## src/hw/rtl/vsp_pkg.sv

```systemverilog
package vsp_pkg;

  localparam int CharBits     = 8;
  localparam int NumberBits   = 64;
  localparam int ErrorBits    = 3;
  localparam int BuildPosBits = 16;
  localparam int PrefixBits   = 3;
  localparam int PrefixLength = 5;
  localparam int DigitBits    = 4;

  localparam int PositionBitsDefault = 16;

  localparam logic [BuildPosBits-1:0] BuildStartMax = '1;

  // Error codes reported with each result word.
  localparam logic [ErrorBits-1:0] ERR_NONE      = 3'd0;
  localparam logic [ErrorBits-1:0] ERR_MAJOR     = 3'd1;
  localparam logic [ErrorBits-1:0] ERR_NO_DOT    = 3'd2;
  localparam logic [ErrorBits-1:0] ERR_MINOR     = 3'd3;
  localparam logic [ErrorBits-1:0] ERR_PATCH     = 3'd4;
  localparam logic [ErrorBits-1:0] ERR_RC_FORMAT = 3'd5;
  localparam logic [ErrorBits-1:0] ERR_RC_NUMBER = 3'd6;
  localparam logic [ErrorBits-1:0] ERR_BUILD     = 3'd7;

  localparam logic [CharBits-1:0] CHAR_ZERO  = 8'h30;
  localparam logic [CharBits-1:0] CHAR_NINE  = 8'h39;
  localparam logic [CharBits-1:0] CHAR_DOT   = 8'h2E;
  localparam logic [CharBits-1:0] CHAR_DASH  = 8'h2D;
  localparam logic [CharBits-1:0] CHAR_R     = 8'h72;
  localparam logic [CharBits-1:0] CHAR_C     = 8'h63;
  localparam logic [CharBits-1:0] CHAR_SPACE = 8'h20;
  localparam logic [CharBits-1:0] CHAR_TAB   = 8'h09;
  localparam logic [CharBits-1:0] CHAR_CR    = 8'h0D;

  typedef struct packed {
    logic [CharBits-1:0] character;
    logic                final_char;
  } char_word_t;

  typedef struct packed {
    logic [ErrorBits-1:0]    error_code;
    logic [NumberBits-1:0]   major_version;
    logic [NumberBits-1:0]   minor_version;
    logic [NumberBits-1:0]   patch_version;
    logic [NumberBits-1:0]   candidate_number;
    logic                    has_build_text;
    logic [BuildPosBits-1:0] build_start;
  } result_word_t;

  // Characters of the optional product prefix, by position.
  function automatic logic [CharBits-1:0] prefix_char(input logic [PrefixBits-1:0] idx);
    logic [CharBits-1:0] c;
    case (idx)
      3'd0: c = 8'h77;
      3'd1: c = 8'h69;
      3'd2: c = 8'h6E;
      3'd3: c = 8'h65;
      3'd4: c = 8'h2D;
      default: c = 8'h00;
    endcase
    return c;
  endfunction

  function automatic logic is_digit(input logic [CharBits-1:0] c);
    return (c >= CHAR_ZERO) && (c <= CHAR_NINE);
  endfunction

  function automatic logic is_space(input logic [CharBits-1:0] c);
    return (c == CHAR_SPACE) || ((c >= CHAR_TAB) && (c <= CHAR_CR));
  endfunction

endpackage

```

## src/hw/rtl/vsp_if.sv

```systemverilog
interface vsp_char_if;
  logic                valid;
  logic                ready;
  vsp_pkg::char_word_t payload;

  modport source (output valid, output payload, input ready);
  modport sink (input valid, input payload, output ready);
endinterface

interface vsp_result_if;
  logic                  valid;
  logic                  ready;
  vsp_pkg::result_word_t payload;

  modport source (output valid, output payload, input ready);
  modport sink (input valid, input payload, output ready);
endinterface

```

## src/hw/rtl/vsp_digit_acc.sv

```systemverilog
module vsp_digit_acc (
  input  logic [vsp_pkg::NumberBits-1:0] acc,
  input  logic [vsp_pkg::DigitBits-1:0]  digit,
  output logic [vsp_pkg::NumberBits-1:0] sum,
  output logic                           overflow
);
  import vsp_pkg::*;

  localparam int WideBits = NumberBits + 4;

  logic [WideBits-1:0] acc_wide;
  logic [WideBits-1:0] total;

  // acc * 10 + digit, built from two shifts; any carry above 64 bits is overflow.
  assign acc_wide = WideBits'(acc);
  assign total    = (acc_wide << 3) + (acc_wide << 1) + WideBits'(digit);
  assign sum      = total[NumberBits-1:0];
  assign overflow = |total[WideBits-1:NumberBits];

endmodule

```

## src/hw/rtl/version_string_parser.sv

```systemverilog
// Version string parser. Characters arrive one word per cycle on chars, the last one
// flagged by final_char, and the parser takes one character every clock cycle.
// Each character updates the registered parse state through one shared
// multiply-by-ten-and-add unit on the 64-bit number currently being read. One result
// word follows on result the cycle after the final character is taken, and it is held
// in an output register. While that word waits unaccepted, no further character is
// taken. When result takes it in the same cycle, the next string starts without a gap.
module version_string_parser #(
  parameter int POSITION_BITS = vsp_pkg::PositionBitsDefault
) (
  input  logic                clk,
  input  logic                rst,
  vsp_char_if.sink            chars,
  vsp_result_if.source        result
);
  import vsp_pkg::*;

  localparam int ModeBits = 4;
  localparam logic [ModeBits-1:0] MODE_FIRST  = 4'd0;
  localparam logic [ModeBits-1:0] MODE_PREFIX = 4'd1;
  localparam logic [ModeBits-1:0] MODE_MAJ0   = 4'd2;
  localparam logic [ModeBits-1:0] MODE_MAJ    = 4'd3;
  localparam logic [ModeBits-1:0] MODE_MIN0   = 4'd4;
  localparam logic [ModeBits-1:0] MODE_MIN    = 4'd5;
  localparam logic [ModeBits-1:0] MODE_PAT0   = 4'd6;
  localparam logic [ModeBits-1:0] MODE_PAT    = 4'd7;
  localparam logic [ModeBits-1:0] MODE_RC_R   = 4'd8;
  localparam logic [ModeBits-1:0] MODE_RC_C   = 4'd9;
  localparam logic [ModeBits-1:0] MODE_RC0    = 4'd10;
  localparam logic [ModeBits-1:0] MODE_RC     = 4'd11;
  localparam logic [ModeBits-1:0] MODE_WS     = 4'd12;
  localparam logic [ModeBits-1:0] MODE_DONE   = 4'd13;

  localparam int WideBits = POSITION_BITS + BuildPosBits;
  localparam logic [PrefixBits-1:0] PrefixLast = PrefixBits'(PrefixLength - 1);

  logic [ModeBits-1:0]      parse_mode, parse_mode_next;
  logic [PrefixBits-1:0]    prefix_index, prefix_index_next;
  logic [POSITION_BITS-1:0] char_position, char_position_next;
  logic [NumberBits-1:0]    major_acc, major_acc_next;
  logic [NumberBits-1:0]    minor_acc, minor_acc_next;
  logic [NumberBits-1:0]    patch_acc, patch_acc_next;
  logic [NumberBits-1:0]    candidate_acc, candidate_acc_next;
  logic [ErrorBits-1:0]     error_latch, error_latch_next;
  logic [BuildPosBits-1:0]  build_offset, build_offset_next;
  logic                     build_seen, build_seen_next;

  logic                     out_valid;
  result_word_t             out_word, out_word_next;

  logic                     accept;
  logic [CharBits-1:0]      ch;
  logic                     dig;
  logic                     spc;
  logic [NumberBits-1:0]    sel_acc;
  logic [NumberBits-1:0]    acc_sum;
  logic                     acc_ovf;
  logic [ErrorBits-1:0]     code;
  logic [WideBits-1:0]      pos_wide;

  assign accept       = chars.valid && chars.ready;
  assign chars.ready  = !out_valid || result.ready;
  assign result.valid = out_valid;
  assign result.payload = out_word;

  assign ch  = chars.payload.character;
  assign dig = is_digit(ch);
  assign spc = is_space(ch);

  // The number being read is chosen by the current mode.
  always_comb begin
    case (parse_mode)
      MODE_MIN0, MODE_MIN: sel_acc = minor_acc;
      MODE_PAT0, MODE_PAT: sel_acc = patch_acc;
      MODE_RC0, MODE_RC:   sel_acc = candidate_acc;
      default:             sel_acc = major_acc;
    endcase
  end

  vsp_digit_acc u_digit (
    .acc      (sel_acc),
    .digit    (ch[DigitBits-1:0]),
    .sum      (acc_sum),
    .overflow (acc_ovf)
  );

  assign pos_wide = WideBits'(char_position);

  always_comb begin
    parse_mode_next    = parse_mode;
    prefix_index_next  = prefix_index;
    major_acc_next     = major_acc;
    minor_acc_next     = minor_acc;
    patch_acc_next     = patch_acc;
    candidate_acc_next = candidate_acc;
    error_latch_next   = error_latch;
    build_offset_next  = build_offset;
    build_seen_next    = build_seen;

    case (parse_mode)
      MODE_FIRST: begin
        if (ch == prefix_char(3'd0)) begin
          prefix_index_next = 3'd1;
          parse_mode_next   = MODE_PREFIX;
        end else if (dig && !acc_ovf) begin
          major_acc_next  = acc_sum;
          parse_mode_next = MODE_MAJ;
        end else begin
          error_latch_next = ERR_MAJOR;
          parse_mode_next  = MODE_DONE;
        end
      end
      MODE_PREFIX: begin
        if (ch == prefix_char(prefix_index)) begin
          prefix_index_next = prefix_index + 3'd1;
          if (prefix_index == PrefixLast) begin
            parse_mode_next = MODE_MAJ0;
          end
        end else begin
          error_latch_next = ERR_MAJOR;
          parse_mode_next  = MODE_DONE;
        end
      end
      MODE_MAJ0, MODE_MAJ: begin
        if (dig && !acc_ovf) begin
          major_acc_next  = acc_sum;
          parse_mode_next = MODE_MAJ;
        end else if (dig || parse_mode == MODE_MAJ0) begin
          error_latch_next = ERR_MAJOR;
          parse_mode_next  = MODE_DONE;
        end else if (ch == CHAR_DOT) begin
          parse_mode_next = MODE_MIN0;
        end else begin
          error_latch_next = ERR_NO_DOT;
          parse_mode_next  = MODE_DONE;
        end
      end
      MODE_MIN0, MODE_MIN: begin
        if (dig && !acc_ovf) begin
          minor_acc_next  = acc_sum;
          parse_mode_next = MODE_MIN;
        end else if (dig || parse_mode == MODE_MIN0) begin
          error_latch_next = ERR_MINOR;
          parse_mode_next  = MODE_DONE;
        end else if (ch == CHAR_DOT) begin
          parse_mode_next = MODE_PAT0;
        end else if (ch == CHAR_DASH) begin
          parse_mode_next = MODE_RC_R;
        end else if (spc) begin
          parse_mode_next = MODE_WS;
        end else begin
          error_latch_next = ERR_BUILD;
          parse_mode_next  = MODE_DONE;
        end
      end
      MODE_PAT0, MODE_PAT: begin
        if (dig && !acc_ovf) begin
          patch_acc_next  = acc_sum;
          parse_mode_next = MODE_PAT;
        end else if (dig || parse_mode == MODE_PAT0) begin
          error_latch_next = ERR_PATCH;
          parse_mode_next  = MODE_DONE;
        end else if (ch == CHAR_DASH) begin
          parse_mode_next = MODE_RC_R;
        end else if (spc) begin
          parse_mode_next = MODE_WS;
        end else begin
          error_latch_next = ERR_BUILD;
          parse_mode_next  = MODE_DONE;
        end
      end
      MODE_RC_R: begin
        if (ch == CHAR_R) begin
          parse_mode_next = MODE_RC_C;
        end else begin
          error_latch_next = ERR_RC_FORMAT;
          parse_mode_next  = MODE_DONE;
        end
      end
      MODE_RC_C: begin
        if (ch == CHAR_C) begin
          parse_mode_next = MODE_RC0;
        end else begin
          error_latch_next = ERR_RC_FORMAT;
          parse_mode_next  = MODE_DONE;
        end
      end
      MODE_RC0, MODE_RC: begin
        if (dig && !acc_ovf) begin
          candidate_acc_next = acc_sum;
          parse_mode_next    = MODE_RC;
        end else if (dig || parse_mode == MODE_RC0) begin
          error_latch_next = ERR_RC_NUMBER;
          parse_mode_next  = MODE_DONE;
        end else if (spc) begin
          parse_mode_next = MODE_WS;
        end else begin
          error_latch_next = ERR_BUILD;
          parse_mode_next  = MODE_DONE;
        end
      end
      MODE_WS: begin
        if (!spc) begin
          build_seen_next   = 1'b1;
          build_offset_next = (pos_wide > WideBits'(BuildStartMax)) ?
                              BuildStartMax : pos_wide[BuildPosBits-1:0];
          parse_mode_next   = MODE_DONE;
        end
      end
      default: begin
      end
    endcase

    char_position_next = (char_position == '1) ? char_position
                                               : char_position + POSITION_BITS'(1);

    // An early end reports the unfinished field as bad, or no dot after the major.
    code = error_latch_next;
    if (code == ERR_NONE) begin
      case (parse_mode_next)
        MODE_FIRST, MODE_PREFIX, MODE_MAJ0: code = ERR_MAJOR;
        MODE_MAJ:                           code = ERR_NO_DOT;
        MODE_MIN0:                          code = ERR_MINOR;
        MODE_PAT0:                          code = ERR_PATCH;
        MODE_RC_R, MODE_RC_C:               code = ERR_RC_FORMAT;
        MODE_RC0:                           code = ERR_RC_NUMBER;
        default:                            code = ERR_NONE;
      endcase
    end

    out_word_next = '0;
    out_word_next.error_code = code;
    if (code == ERR_NONE) begin
      out_word_next.major_version    = major_acc_next;
      out_word_next.minor_version    = minor_acc_next;
      out_word_next.patch_version    = patch_acc_next;
      out_word_next.candidate_number = candidate_acc_next;
      out_word_next.has_build_text   = build_seen_next;
      out_word_next.build_start      = build_seen_next ? build_offset_next : '0;
    end
  end

  always_ff @(posedge clk) begin
    if (rst || (accept && chars.payload.final_char)) begin
      parse_mode    <= MODE_FIRST;
      prefix_index  <= '0;
      char_position <= '0;
      major_acc     <= '0;
      minor_acc     <= '0;
      patch_acc     <= '0;
      candidate_acc <= '0;
      error_latch   <= ERR_NONE;
      build_offset  <= '0;
      build_seen    <= 1'b0;
    end else if (accept) begin
      parse_mode    <= parse_mode_next;
      prefix_index  <= prefix_index_next;
      char_position <= char_position_next;
      major_acc     <= major_acc_next;
      minor_acc     <= minor_acc_next;
      patch_acc     <= patch_acc_next;
      candidate_acc <= candidate_acc_next;
      error_latch   <= error_latch_next;
      build_offset  <= build_offset_next;
      build_seen    <= build_seen_next;
    end
  end

  always_ff @(posedge clk) begin
    if (rst) begin
      out_valid <= 1'b0;
    end else if (accept && chars.payload.final_char) begin
      out_valid <= 1'b1;
    end else if (result.ready) begin
      out_valid <= 1'b0;
    end
  end

  always_ff @(posedge clk) begin
    if (accept && chars.payload.final_char) begin
      out_word <= out_word_next;
    end
  end

endmodule
```

## src/flat_wrapper.sv

```systemverilog
// flat-port wrapper written by rule: the top's interface ports become plain ports
module version_string_parser_flat import vsp_pkg::*;
#(
  parameter int POSITION_BITS = vsp_pkg::PositionBitsDefault
)
  (clk, rst, chars_valid, chars_payload, chars_ready, result_valid, result_payload, result_ready);
  vsp_char_if chars_i ();
  vsp_result_if result_i ();
  input  logic clk;
  input  logic rst;
  input wire logic [$bits(chars_i.valid)-1:0] chars_valid;
  input wire logic [$bits(chars_i.payload)-1:0] chars_payload;
  output wire logic [$bits(chars_i.ready)-1:0] chars_ready;
  output wire logic [$bits(result_i.valid)-1:0] result_valid;
  output wire logic [$bits(result_i.payload)-1:0] result_payload;
  input wire logic [$bits(result_i.ready)-1:0] result_ready;
  assign chars_i.valid = chars_valid;
  assign chars_i.payload = chars_payload;
  assign chars_ready = chars_i.ready;
  assign result_valid = result_i.valid;
  assign result_payload = result_i.payload;
  assign result_i.ready = result_ready;
  version_string_parser #(.POSITION_BITS(POSITION_BITS)) u_core (.clk(clk), .rst(rst), .chars(chars_i), .result(result_i));
endmodule
```

## config.mk

```make
export PLATFORM = sky130hd
export DESIGN_NAME = version_string_parser_flat
export DESIGN_NICKNAME = d
export VERILOG_FILES = /design/src/hw/rtl/vsp_pkg.sv /design/src/hw/rtl/vsp_if.sv /design/src/hw/rtl/vsp_digit_acc.sv /design/src/hw/rtl/version_string_parser.sv /design/src/flat_wrapper.sv
export SDC_FILE = /design/constraint.sdc
export NUM_CORES = 1
export LEC_CHECK = 0
export ABC_CLOCK_PERIOD_IN_PS = 8250
export BUFFER_PORTS_ARGS = -buffer_cell sky130_fd_sc_hd__buf_2
export CAP_MARGIN = 5
export CORE_MARGIN = 4
export CORE_UTILIZATION = 30
export DETAILED_ROUTE_END_ITERATION = 6
export GPL_TIMING_DRIVEN = 0
export PLACE_DENSITY = 0.54
export REMOVE_ABC_BUFFERS = 1
export SETUP_SLACK_MARGIN = 0.3
export SLEW_MARGIN = 20
export SYNTH_ARGS = -nofsm -noshare
export SYNTH_HDL_FRONTEND = slang
export SYNTH_HIERARCHICAL = 1
export SYNTH_SLANG_ARGS = --single-unit
```

## constraint.sdc

```tcl
create_clock -name clk -period 8.25 [get_ports clk]
set_input_delay 1.2375 -clock clk [delete_from_list [all_inputs] [get_ports clk]]
set_output_delay 1.2375 -clock clk [all_outputs]
set_load 0.1 [all_outputs]
```

==> flow_summary_export.csv <==
group,metric,value,unit
placement,dp_hpwl,73.45,mm
synth,synth-seq-area-share,0.4517,
global_routing,antenna_found_initial,3,
global_routing,track_usage,0.1848,
clocking,cts_max_level,3,
timing,period_needed,7.718,ns
final_layout,final_util,0.3682,
route,viasPerCell,5.224,
clocking,cts_num_sinks,576,
run_status,status,"complete, no violations",
die,io_pins,291,
synth,synth_area,31640,um2
timing,finalSetupViolations,0,
placement,pre_cts_slack,-1.698,ns
critical_path,crit_path_start_kind,"flop",
synth,ys_types,90,
final_layout,design_area,38320,um2
clocking,clockRootBuffer,"clkbuf_16",
synth,synth_area_per_cell,8.952,um2
placement,dpl-instance-area,35370,um2
critical_path,end_kind,"flop",
global_routing,grt_overflow,0,
final_layout,layout-drive-gt1-share,0.1589,
route,first_pass_iters,6,
die,die_area,110700,um2
timing,fin_crit_sh,0.9355,
die,fp-row-count,118,
worst_hold_path,hold_class,"reg -> reg",
route,routedWlPerCell,20.47,um
run,maxCapViolations,0,
power,p_per_area,196.1,nW/um2
synth,yosysWarnings,6,
critical_path,cpPeakStageDelay,0.56,ns
placement,gp_congestion,0.8648,
timing,hold_ws,0.4669,ns
critical_path,required,8.67,ns
critical_path,cp.buffers_inverters,6,
critical_path,worstSetupPathType,"reg -> reg",
placement,port_buffers,290,
power,ir_worst_vdd,0.1567,mV
global_routing,grt_pass1_wl,162.4,mm
clocking,worstSkewPairLatency,0.63,ns
timing,finClkSkew,0.03071,ns
timing,rsz0062_at_grt,"yes",
critical_path,crit_family,"compound AO/OA/AOI/OAI gates",
critical_path,slowest_stage,"o31ai_4",
clocking,tritoncts,"done",
timing,final_hold_viol_count,0,
timing,tns,0,ns
critical_path,cp_max_fo,65,
synth,synth_common_cells,"627 x nand2_1, 415 x a21oi_1, 300 x dfxtp_1, 276 x edfxtp_1, 270 x mux2i_1",
die,die_w,332.8,um
power,power.leakage,0.01335,uW
critical_path,arrival,8.14,ns
final_layout,fin_nets,3876,
die,fp.dieH,332.8,um
route,vias,26982,
clocking,cts_inserted_buffers,69,
route,antenna_left,0,
synth,yosysTopAreaCell,"edfxtp_1",
timing,slew_violations,0,
final_layout,syn2layout_area_growth,21.10,%
global_routing,first_global_vias,26376,
clocking,clockBufferDepth,3,
route,wl,105.7,mm
timing,tightest_slew,1.029,ns
timing,fmax,129.6,MHz
synth,synth-edff-count,276,
synth,synth_cells,3535,
global_routing,grt_max_degree,83,
route,drtIter0Drc,1870,
die,coreArea,104100,um2
clocking,clk_pin_slew_worst_paths,0.06,ns
synth,synthTopCellsByArea,"edfxtp_1 26%, dfxtp_1 19%, mux2i_1 8.5%, nand2_1 7.4%, a21oi_1 6.6%",
timing,setup_ws,0.5319,ns
die,initial_core_util,0.3040,
synth,synthArstFlopShare,0,
route,drcViolationCount,0,
synth,synth_seq_cells,576,
timing,slew_headroom,0.3123,
synth,synth_ff_type,"dfxtp_1",
synth,synth.most_common_cell,"nand2_1",
synth,synth_top_area_share,0.2619,
## metal layers
metal | up-vias | global-route usage | share of wire | wire [um]
met5 | - | 0 | 0 | 0
met4 | 0 | 0.04810 | 0.021 | 2211
met3 | 132 | 0.02492 | 0.055 | 5784
met2 | 753 | 0.2955 | 0.45 | 47510
met1 | 13018 | 0.2632 | 0.48 | 50230
li1 | 13079 | - | - | -
## cells in the final DEF, fill, tap and decap left out, drive strengths merged, types with 41 or more instances in the layout
cell / netlist / layout
a21o: 41 / 41
a21oi: 417 / 417
buf: 80 / 391
clkbuf: 192 / 81
dfxtp: 300 / 300
edfxtp: 276 / 276
ha: 133 / 133
mux2i: 270 / 270
nand2: 629 / 629
nand2b: 65 / 66
nand3: 105 / 105
nor2: 243 / 243
nor3: 227 / 227
o211ai: 53 / 53
o21ai: 102 / 102
## power breakdown
part           internal (uW)  leakage (uW)  switching [uW]
logic                    272       0.00711             995
clock network           1900       0.00114            1280
registers               3040       0.00510            28.9
## through the flow
stage	total power, uW	instances
6_report	7514	5165
5_1_grt	7805	5164
4_1_cts	7615	5151
3_5_place_dp	4328	5010
3_3_place_gp	4199	4933
2_1_floorplan	3884	3263
## final timing paths
kind                                      startpoint                        end  slack [ns]  cells past startpoint
worst max-delay path            u_core/parse_mode[2]  u_core/result.payload[80]        0.53                     28
worst min-delay path            u_core/minor_acc[50]       u_core/minor_acc[50]        0.47                      2
worst max register to register  u_core/parse_mode[2]  u_core/result.payload[80]        0.53                     28
worst min register to register  u_core/minor_acc[50]       u_core/minor_acc[50]        0.47                      2
## cell type report
type,instances,area (um2)
Antenna cell,2,5.005
Clock buffer,81,1813
Clock inverter,45,531.8
Fill cell,10526,65770
Inverter,30,146.4
Multi-Input combinational cell,2658,16510
Sequential cell,576,14310
Tap cell,1380,1727
Timing Repair Buffer,392,3267
Timing Repair inverter,1,11.26
## registers in the layout, summed over array words and instances (netlist names), 4 cells and up
signal / flops
u_core/build_offset: 16
u_core/char_position: 16
u_core/patch_acc: 64
u_core/result.payload: 276
u_core/major_acc: 64
u_core/minor_acc: 64
u_core/parse_mode: 4
u_core/candidate_acc: 64
## repair_timing
item | in CTS | in global routing
gates resized for setup | 39 | 35
buffers inserted | 12 | 11
hold buffers | 0 | 0
pin swaps | 4 | 4
endpoints found under the setup margin | 535 | 220
hold endpoints to repair | 0 | 0
gates cloned | 3 | 1
## tightest hold or removal path: cells and delay by family, from the launching register on
kind            cells  cell delay (ns)
simple gates        1             0.05
compound gates      1             0.05
flops               1             0.32
## cells by family (layout without fill, tap and decap cells)
logic type | after synthesis | in the layout | synth area share
buffers and inverters | 302 | 549 | 0.03843
other | 0 | 2 | 0
multiplexers | 274 | 274 | 0.08683
flip-flops | 576 | 576 | 0.4517
XOR/XNOR | 76 | 76 | 0.02104
AND/OR/NAND/NOR | 1394 | 1395 | 0.1998
AO/OA/AOI/OAI | 778 | 778 | 0.1484
adder cells (fa/ha/maj) | 135 | 135 | 0.05385
Note: power is estimated with default switching activity, not from simulation.
